**src/rtl/pbm_pkg.sv**
```systemverilog
// Package with the shared constants, mode codes and types of the pixel blend core.
`timescale 1ns / 1ps

package pbm_pkg;

	localparam int PIX_W   = 8;
	localparam int MODE_W  = 4;
	localparam int ALPHA_W = 9;
	localparam int ADDR_W  = 3;
	localparam int DATA_W  = 32;

	localparam logic [MODE_W-1:0] MODE_MUL   = 4'd0;
	localparam logic [MODE_W-1:0] MODE_MUL_A = 4'd1;
	localparam logic [MODE_W-1:0] MODE_SCR   = 4'd2;
	localparam logic [MODE_W-1:0] MODE_SCR_A = 4'd3;
	localparam logic [MODE_W-1:0] MODE_OVL   = 4'd4;
	localparam logic [MODE_W-1:0] MODE_OVL_A = 4'd5;
	localparam logic [MODE_W-1:0] MODE_HARD  = 4'd6;
	localparam logic [MODE_W-1:0] MODE_DIV   = 4'd7;
	localparam logic [MODE_W-1:0] MODE_ADD   = 4'd8;
	localparam logic [MODE_W-1:0] MODE_SUB   = 4'd9;
	localparam logic [MODE_W-1:0] MODE_DIFF  = 4'd10;
	localparam logic [MODE_W-1:0] MODE_MIN   = 4'd11;
	localparam logic [MODE_W-1:0] MODE_MAX   = 4'd12;
	localparam logic [MODE_W-1:0] MODE_GRAIN = 4'd13;

	localparam logic REG_MODE  = 1'b0;
	localparam logic REG_ALPHA = 1'b1;

	localparam logic [MODE_W-1:0]  MODE_RESET = MODE_MUL;
	localparam logic [ALPHA_W-1:0] ALPHA_ONE  = 9'd256;

	localparam logic [PIX_W-1:0] PIX_MAX  = 8'd255;
	localparam logic [PIX_W-1:0] PIX_HALF = 8'd128;
	localparam logic [15:0] FULL_SCALE    = 16'd65280;
	localparam logic [15:0] RECIP_255     = 16'h8081;
	localparam int          RECIP_SHIFT   = 23;

	typedef struct packed {
		logic [MODE_W-1:0]  mode;
		logic [ALPHA_W-1:0] alpha;
	} pbm_cfg_t;

endpackage

```
**src/rtl/pixel_blend_modes_core.sv**
```systemverilog
// Top level of the pixel blend core: five-stage blend pipeline with APB configuration.
// A word accepted into stage 1 passes stages 2 to 4; res_valid is the stage 5 valid bit.
// Throughput: one word per cycle while the output is not stalled; empty stages close up while it is.
// Division by 255 is a reciprocal multiply in stage 4; mask division runs over stages 1 to 4.
// Reset clears all stage valid bits and sets mode to multiply and alpha to one.
`timescale 1ns / 1ps

module pixel_blend_modes_core (
	input  logic                        clk,
	input  logic                        arst_n,
	input  logic                        psel,
	input  logic                        penable,
	input  logic                        pwrite,
	input  logic [pbm_pkg::ADDR_W-1:0]  paddr,
	input  logic [pbm_pkg::DATA_W-1:0]  pwdata,
	output logic [pbm_pkg::DATA_W-1:0]  prdata,
	output logic                        pready,
	input  logic                        pix_valid,
	output logic                        pix_ready,
	input  logic [pbm_pkg::PIX_W-1:0]   mask,
	input  logic [pbm_pkg::PIX_W-1:0]   image,
	output logic                        res_valid,
	input  logic                        res_ready,
	output logic [pbm_pkg::PIX_W-1:0]   result
);

	pbm_pkg::pbm_cfg_t cfg;

	logic [5:1] en;
	logic vld_s1, vld_s2, vld_s3, vld_s4, vld_s5;

	logic [7:0]  m_s1, i_s1, m_s2, i_s2;
	logic [15:0] p1_s1, q1_s1, ma_s1, ia_s1;
	logic [15:0] p1_s2, q1_s2;
	logic [23:0] pa_s2, ya_s2, yb_s2;
	logic [15:0] n_s3;
	logic [7:0]  dir_s3, dir_s4;
	logic        sat_s3, sat_s4;
	logic [8:0]  q_s4;
	logic [7:0]  result_s5;
	logic [7:0]  quo;

	logic [15:0] n_d;
	logic [7:0]  dir_d;
	logic [23:0] scra_sum, ovla_sum;
	logic [8:0]  ovla_t;
	logic [8:0]  sum_mi, grain_g;
	logic [7:0]  blend_hi, blend_lo;
	logic [31:0] recip_prod;
	logic [7:0]  res_d;

	pbm_apb_regs u_regs (
		.clk     (clk),
		.arst_n  (arst_n),
		.psel    (psel),
		.penable (penable),
		.pwrite  (pwrite),
		.paddr   (paddr),
		.pwdata  (pwdata),
		.prdata  (prdata),
		.pready  (pready),
		.cfg     (cfg)
	);

	pbm_div u_div (
		.clk      (clk),
		.adv      (en[4:1]),
		.dividend (image),
		.divisor  (mask),
		.quotient (quo)
	);

	// A stage moves when it is empty or the stage after it moves.
	assign en[5] = ~vld_s5 | res_ready;
	assign en[4] = ~vld_s4 | en[5];
	assign en[3] = ~vld_s3 | en[4];
	assign en[2] = ~vld_s2 | en[3];
	assign en[1] = ~vld_s1 | en[2];

	assign pix_ready = en[1];
	assign res_valid = vld_s5;
	assign result    = result_s5;

	always_ff @(posedge clk or negedge arst_n) begin
		if (!arst_n) begin
			vld_s1 <= 1'b0;
			vld_s2 <= 1'b0;
			vld_s3 <= 1'b0;
			vld_s4 <= 1'b0;
			vld_s5 <= 1'b0;
		end else begin
			if (en[1]) vld_s1 <= pix_valid;
			if (en[2]) vld_s2 <= vld_s1;
			if (en[3]) vld_s3 <= vld_s2;
			if (en[4]) vld_s4 <= vld_s3;
			if (en[5]) vld_s5 <= vld_s4;
		end
	end

	// Stage 3 operand selection and the modes that need no division by 255.
	always_comb begin
		scra_sum = ya_s2 + 24'd65279;
		ovla_sum = yb_s2 + 24'd32767;
		ovla_t   = ovla_sum[23:15];
		sum_mi   = 9'(m_s2) + 9'(i_s2);
		grain_g  = 9'(sum_mi - 9'(pbm_pkg::PIX_HALF));
		blend_hi = 8'(pbm_pkg::PIX_MAX - q1_s2[14:7]);
		blend_lo = p1_s2[14:7];

		unique case (cfg.mode)
			pbm_pkg::MODE_MUL:   n_d = p1_s2;
			pbm_pkg::MODE_MUL_A: n_d = pa_s2[23:8];
			pbm_pkg::MODE_SCR:   n_d = q1_s2 + 16'd254;
			pbm_pkg::MODE_SCR_A: n_d = scra_sum[23:8];
			default:             n_d = 16'd0;
		endcase

		unique case (cfg.mode)
			pbm_pkg::MODE_OVL: begin
				dir_d = (i_s2 > pbm_pkg::PIX_HALF) ? blend_hi : blend_lo;
			end
			pbm_pkg::MODE_OVL_A: begin
				if (i_s2 > pbm_pkg::PIX_HALF) begin
					dir_d = (ovla_t >= 9'(pbm_pkg::PIX_MAX)) ? 8'd0 :
						8'(9'(pbm_pkg::PIX_MAX) - ovla_t);
				end else begin
					dir_d = pa_s2[22:15];
				end
			end
			pbm_pkg::MODE_HARD: begin
				dir_d = (m_s2 < pbm_pkg::PIX_HALF) ? blend_lo : blend_hi;
			end
			pbm_pkg::MODE_ADD: begin
				dir_d = sum_mi[8] ? pbm_pkg::PIX_MAX : sum_mi[7:0];
			end
			pbm_pkg::MODE_SUB: begin
				dir_d = (i_s2 > m_s2) ? 8'(i_s2 - m_s2) : 8'd0;
			end
			pbm_pkg::MODE_DIFF: begin
				dir_d = (i_s2 >= m_s2) ? 8'(i_s2 - m_s2) : 8'(m_s2 - i_s2);
			end
			pbm_pkg::MODE_MIN: begin
				dir_d = (m_s2 < i_s2) ? m_s2 : i_s2;
			end
			pbm_pkg::MODE_MAX: begin
				dir_d = (m_s2 > i_s2) ? m_s2 : i_s2;
			end
			pbm_pkg::MODE_GRAIN: begin
				if (sum_mi < 9'(pbm_pkg::PIX_HALF)) begin
					dir_d = 8'd0;
				end else begin
					dir_d = grain_g[8] ? pbm_pkg::PIX_MAX : grain_g[7:0];
				end
			end
			default: begin
				dir_d = i_s2;
			end
		endcase
	end

	assign recip_prod = 32'(n_s3) * 32'(pbm_pkg::RECIP_255);

	always_comb begin
		unique case (cfg.mode)
			pbm_pkg::MODE_MUL, pbm_pkg::MODE_MUL_A: begin
				res_d = q_s4[8] ? pbm_pkg::PIX_MAX : q_s4[7:0];
			end
			pbm_pkg::MODE_SCR, pbm_pkg::MODE_SCR_A: begin
				res_d = q_s4[8] ? 8'd0 : 8'(pbm_pkg::PIX_MAX - q_s4[7:0]);
			end
			pbm_pkg::MODE_DIV: begin
				res_d = sat_s4 ? pbm_pkg::PIX_MAX : quo;
			end
			default: begin
				res_d = dir_s4;
			end
		endcase
	end

	always_ff @(posedge clk) begin
		if (en[1]) begin
			m_s1  <= mask;
			i_s1  <= image;
			p1_s1 <= 16'(mask) * 16'(image);
			q1_s1 <= 16'(8'(pbm_pkg::PIX_MAX - mask)) * 16'(8'(pbm_pkg::PIX_MAX - image));
			ma_s1 <= 16'(17'(mask) * 17'(cfg.alpha));
			ia_s1 <= 16'(17'(image) * 17'(cfg.alpha));
		end
		if (en[2]) begin
			m_s2  <= m_s1;
			i_s2  <= i_s1;
			p1_s2 <= p1_s1;
			q1_s2 <= q1_s1;
			pa_s2 <= 24'(p1_s1) * 24'(cfg.alpha);
			ya_s2 <= 24'(16'(pbm_pkg::FULL_SCALE - ma_s1))
				* 24'(8'(pbm_pkg::PIX_MAX - i_s1));
			yb_s2 <= 24'(8'(pbm_pkg::PIX_MAX - m_s1))
				* 24'(16'(pbm_pkg::FULL_SCALE - ia_s1));
		end
		if (en[3]) begin
			n_s3   <= n_d;
			dir_s3 <= dir_d;
			sat_s3 <= (i_s2 >= m_s2);
		end
		if (en[4]) begin
			q_s4   <= recip_prod[pbm_pkg::RECIP_SHIFT +: 9];
			dir_s4 <= dir_s3;
			sat_s4 <= sat_s3;
		end
		if (en[5]) begin
			result_s5 <= res_d;
		end
	end

	`ifndef NO_ASSERTIONS
	a_full_when_blocked: assert property (@(posedge clk) disable iff (!arst_n)
		!pix_ready |-> (vld_s1 && vld_s2 && vld_s3 && vld_s4 && vld_s5 && !res_ready))
		else $error("input blocked while a pipeline stage is empty");
	a_word_reaches_output: assert property (@(posedge clk) disable iff (!arst_n)
		(vld_s4 && en[5]) |=> vld_s5)
		else $error("word lost between stage 4 and the output");
	a_recip_range: assert property (@(posedge clk) disable iff (!arst_n)
		vld_s4 |-> (q_s4 <= 9'd256))
		else $error("reciprocal quotient out of range");
	`endif

endmodule

```
**src/rtl/pbm_apb_regs.sv**
```systemverilog
// APB register file holding the blend mode and the alpha strength.
`timescale 1ns / 1ps

module pbm_apb_regs (
	input  logic                        clk,
	input  logic                        arst_n,
	input  logic                        psel,
	input  logic                        penable,
	input  logic                        pwrite,
	input  logic [pbm_pkg::ADDR_W-1:0]  paddr,
	input  logic [pbm_pkg::DATA_W-1:0]  pwdata,
	output logic [pbm_pkg::DATA_W-1:0]  prdata,
	output logic                        pready,
	output pbm_pkg::pbm_cfg_t           cfg
);

	logic [pbm_pkg::MODE_W-1:0]  mode_q;
	logic [pbm_pkg::ALPHA_W-1:0] alpha_q;
	logic                        wr_en;

	assign wr_en  = psel & penable & pwrite;
	assign pready = 1'b1;

	always_ff @(posedge clk or negedge arst_n) begin
		if (!arst_n) begin
			mode_q  <= pbm_pkg::MODE_RESET;
			alpha_q <= pbm_pkg::ALPHA_ONE;
		end else if (wr_en) begin
			unique case (paddr[2])
				pbm_pkg::REG_MODE: begin
					mode_q <= pwdata[pbm_pkg::MODE_W-1:0];
				end
				pbm_pkg::REG_ALPHA: begin
					alpha_q <= pwdata[pbm_pkg::ALPHA_W-1:0];
				end
			endcase
		end
	end

	always_comb begin
		unique case (paddr[2])
			pbm_pkg::REG_MODE: begin
				prdata = {{(pbm_pkg::DATA_W-pbm_pkg::MODE_W){1'b0}}, mode_q};
			end
			pbm_pkg::REG_ALPHA: begin
				prdata = {{(pbm_pkg::DATA_W-pbm_pkg::ALPHA_W){1'b0}}, alpha_q};
			end
		endcase
	end

	// Alpha above one counts as one.
	assign cfg.mode  = mode_q;
	assign cfg.alpha = (alpha_q > pbm_pkg::ALPHA_ONE) ? pbm_pkg::ALPHA_ONE : alpha_q;

endmodule

```
**src/rtl/pbm_div.sv**
```systemverilog
// Four-stage restoring divider giving two quotient bits of 256*image/mask per stage.
`timescale 1ns / 1ps

module pbm_div (
	input  logic                       clk,
	input  logic [3:0]                 adv,
	input  logic [pbm_pkg::PIX_W-1:0]  dividend,
	input  logic [pbm_pkg::PIX_W-1:0]  divisor,
	output logic [pbm_pkg::PIX_W-1:0]  quotient
);

	localparam int STEPS = 2;

	logic [7:0] rem_s1, rem_s2, rem_s3;
	logic [7:0] quo_s1, quo_s2, quo_s3, quo_s4;
	logic [7:0] dvs_s1, dvs_s2, dvs_s3;
	logic [15:0] nx1, nx2, nx3, nx4;

	function automatic logic [15:0] div_two(input logic [7:0] r, input logic [7:0] q,
		input logic [7:0] d);
		logic [8:0] t;
		logic [7:0] rr;
		logic [7:0] qq;
		rr = r;
		qq = q;
		for (int k = 0; k < STEPS; k++) begin
			t = {rr, 1'b0};
			if (t >= {1'b0, d}) begin
				rr = 8'(t - {1'b0, d});
				qq = {qq[6:0], 1'b1};
			end else begin
				rr = t[7:0];
				qq = {qq[6:0], 1'b0};
			end
		end
		return {rr, qq};
	endfunction

	assign nx1 = div_two(dividend, 8'd0, divisor);
	assign nx2 = div_two(rem_s1, quo_s1, dvs_s1);
	assign nx3 = div_two(rem_s2, quo_s2, dvs_s2);
	assign nx4 = div_two(rem_s3, quo_s3, dvs_s3);

	always_ff @(posedge clk) begin
		if (adv[0]) begin
			rem_s1 <= nx1[15:8];
			quo_s1 <= nx1[7:0];
			dvs_s1 <= divisor;
		end
		if (adv[1]) begin
			rem_s2 <= nx2[15:8];
			quo_s2 <= nx2[7:0];
			dvs_s2 <= dvs_s1;
		end
		if (adv[2]) begin
			rem_s3 <= nx3[15:8];
			quo_s3 <= nx3[7:0];
			dvs_s3 <= dvs_s2;
		end
		if (adv[3]) begin
			quo_s4 <= nx4[7:0];
		end
	end

	assign quotient = quo_s4;

	`ifndef NO_ASSERTIONS
	a_rem_below_divisor: assert property (@(posedge clk)
		(dvs_s1 != 8'd0 && rem_s1 < dvs_s1 && adv[1]) |=> (rem_s2 < dvs_s2))
		else $error("divider remainder left its range");
	`endif

endmodule
```
**config.mk**
```make
export PLATFORM = sky130hd
export DESIGN_NAME = pixel_blend_modes_core
export DESIGN_NICKNAME = d
export VERILOG_FILES = /design/src/rtl/pbm_pkg.sv /design/src/rtl/pixel_blend_modes_core.sv /design/src/rtl/pbm_apb_regs.sv /design/src/rtl/pbm_div.sv
export SDC_FILE = /design/constraint.sdc
export NUM_CORES = 2
export LEC_CHECK = 0
export BUFFER_PORTS_ARGS = -buffer_cell sky130_fd_sc_hd__buf_2
export CAP_MARGIN = 10
export CORE_MARGIN = 4
export CORE_UTILIZATION = 50
export DETAILED_ROUTE_END_ITERATION = 8
export HOLD_SLACK_MARGIN = 0.06
export PLACE_DENSITY = 0.69
export SETUP_SLACK_MARGIN = 0.3
export SLEW_MARGIN = 5
export SYNTH_ARGS = -nofsm -noshare
export SYNTH_HDL_FRONTEND = slang
export SYNTH_HIERARCHICAL = 1
export SYNTH_SLANG_ARGS = --single-unit
```
**constraint.sdc**
```tcl
create_clock -name clk -period 32.4 [get_ports clk]
set_input_delay 6.48 -clock clk [delete_from_list [all_inputs] [get_ports clk]]
set_output_delay 6.48 -clock clk [all_outputs]
set_load 0.005 [all_outputs]
```
==> flow_summary.json <==
{
  "status": "finished clean",
  "synth_enable_flop_cells": 311,
  "path_class": "in2out",
  "via_count": 27000,
  "initialDrtViolationCount": 1586,
  "avgSynthCellArea_um2": 9.81,
  "worst_r2r_path_depth": 22,
  "grt-ovfl-total": 0,
  "slew_viol_final": 0,
  "dr.pass1.iters": 7,
  "htreeDepth": 2,
  "clockRootBuffer": "clkbuf_16",
  "fin_setup_tns_ps": 0,
  "cts.hold.buffers_added": 0,
  "critical_path_arrival_ps": 8180,
  "end_kind": "primary output",
  "clk_pin_slew_ps": 60,
  "ant_nets": 0,
  "start_kind": "input pin",
  "holdPathEnd": "u_div/quotient[4]$_DFFE_PP_",
  "r2r-start": "ia_s1[0]$_DFFE_PP_",
  "grt_pass1_vias": 27800,
  "fp.dieArea_um2": 81400,
  "yosys.area_share.simple": 0.158,
  "clockBufferDepth": 3,
  "drv_cap": 0,
  "yosysTopAreaCell": "edfxtp_1",
  "synth_area_um2": 38400,
  "die_w_um": 285,
  "avgViaCountPerCell": 5.44,
  "ys_seq_area_frac": 0.255,
  "yosysWarningCount": 6,
  "synth_compound_area_frac": 0.0844,
  "fmax_mhz": 68.2,
  "crit_fanout": 48,
  "grt_max_degree": 88,
  "post-route-period-util": 0.453,
  "cts.sinks": 329,
  "synth_top_family_by_area": "adder cells",
  "drive_above_1_share": 0.0797,
  "final_common_cell": "inv_1",
  "final_cell_mix": "inv_1 (574), fa_1 (426), ha_1 (421)",
  "maxSlewHeadroom": 0.283,
  "place.detailed.hpwl_um": 66200,
  "io_pins": 101,
  "cts_setup_buffers": 0,
  "numCtsBuffers": 38,
  "syn-instance-count": 3921,
  "drc": 0,
  "synth_ff_type": "edfxtp_1",
  "fin_nets": 4817,
  "worstHoldPathType": "reg2reg",
  "tightest_slew_ps": 1070,
  "fin_crit_ps": 14660,
  "ctsResizeCount": 0,
  "gp_congestion": 0.894,
  "synthTopCellsByArea": "edfxtp_1 (24%), fa_1 (22%), ha_1 (14%)",
  "rows": 101,
  "synth_xor_area_frac": 0.0474,
  "synth_mux_area_frac": 0.0219,
  "cts_tree": "yes",
  "synth_top_area_frac": 0.243,
  "clock_latency_ps": 570,
  "post_drt_wl_per_cell_um": 17.5,
  "routed_wl_um": 87100,
  "rsz0062_at_grt": "no",
  "hold_start": "u_div/quo_s3[2]$_DFFE_PP_",
  "min_path_cells": 0,
  "fin_skew_ps": 20.7,
  "hold_violations": 0,
  "r2r_slack_ps": 25530,
  "seqCellArea_um2": 9790,
  "grt_antenna_before_repair": 7,
  "synthAdderAreaFrac": 0.359,
  "setup_viol": 0,
  "grt_util_all_layers": 0.220,
  "required_ps": 25920,
  "multi_input_area_um2": 25900,
  "areaGrowthSynthToFinish_pct": 6.23,
  "reg2reg_to": "yb_s2[20]$_DFFE_PP_",
  "fill_cells": 6795,
  "initial_core_util": 0.505,
  "async_flop_share": 0.0547,
  "die_h_um": 285,
  "portBuffers": 51,
  "synth-seq-cells": 329,
  "ys_types": 90,
  "core-area_um2": 76100,
  "grt_first_pass_wirelength_um": 146000
}
cells by family (layout without fill, tap and decap cells):
kind of cell,after synthesis,in the layout
xor+xnor,208,208
fa+ha+maj,848,848
mux,67,67
buf+inv,726,725
flops,329,329
compound gates,480,480
simple gates,1261,1261
other cells,2,25
worst max-delay path: stages:
cell	delay, ps
buf_2	100
nor2b_1	340
nand4_1	140
buf_4	350
inv_1	190
nand2_4	290
buf_2	260
stage by stage:
step / instances / area, um2 / setup slack [ps] / util / hold WS (ps)
2_1_floorplan: 3943 / 38500 / 13170 / - / 400
3_3_place_gp: 4902 / 39600 / 17820 / 0.521 / 402
3_5_place_dp: 4902 / 39600 / 17790 / 0.521 / 405
4_1_cts: 4972 / 40800 / 17780 / 0.537 / 414
5_1_grt: 4972 / 40800 / 17640 / 0.537 / 421
6_report: 4973 / 40800 / 17740 / 0.537 / 412
worst max-delay path by stage:
stage	from	endpoint	slack, ps
6_report	res_ready	pix_ready	17740
5_1_grt	res_ready	pix_ready	17640
3_5_place_dp	res_ready	pix_ready	17790
4_1_cts	res_ready	pix_ready	17780
3_3_place_gp	res_ready	pix_ready	17820
2_1_floorplan	res_ready	pix_ready	13170
routing by layer:
metal,global-route usage,share of wire,up-vias
li1,-,-,12800
met1,0.311,0.46,13300
met2,0.352,0.45,738
met3,0.0423,0.069,138
met4,0.0512,0.022,8
met5,0,0.00056,-
final cells by class:
class / instances / share of cell area
inverters: 579 / 0.0532
clock inverters: 26 / 0.00594
repair buffers: 76 / 0.0108
clock buffers: 44 / 0.0238
multi-input cells: 2888 / 0.635
well taps: 1030 / 0.0316
diodes: 1 / 0.0000613
flip-flops and latches: 329 / 0.240
registers in the layout (all words and copies together), names as in the netlist, 9 cells and up:
| register | cells |
|---|---|
| ya_s2 | 24 |
| yb_s2 | 24 |
| ia_s1 | 16 |
| ma_s1 | 16 |
| n_s3 | 16 |
| p1_s1 | 16 |
| p1_s2 | 16 |
| pa_s2 | 16 |
| q1_s1 | 16 |
| q1_s2 | 16 |
| q_s4 | 9 |
| u_regs/alpha_q | 9 |
synthesized netlist by cell type, types with 88 or more instances:
master / number
inv_1: 574
fa_1: 426
ha_1: 421
nor2_1: 388
nand2_1: 317
edfxtp_1: 311
and2_1: 179
xnor2_1: 143
o21ai_0: 117
a21oi_1: 116
clkbuf_1: 111
or2_2: 88
Power is not shown: default switching activity piles up to over one toggle a cycle in this logic, so the estimate is an artifact.
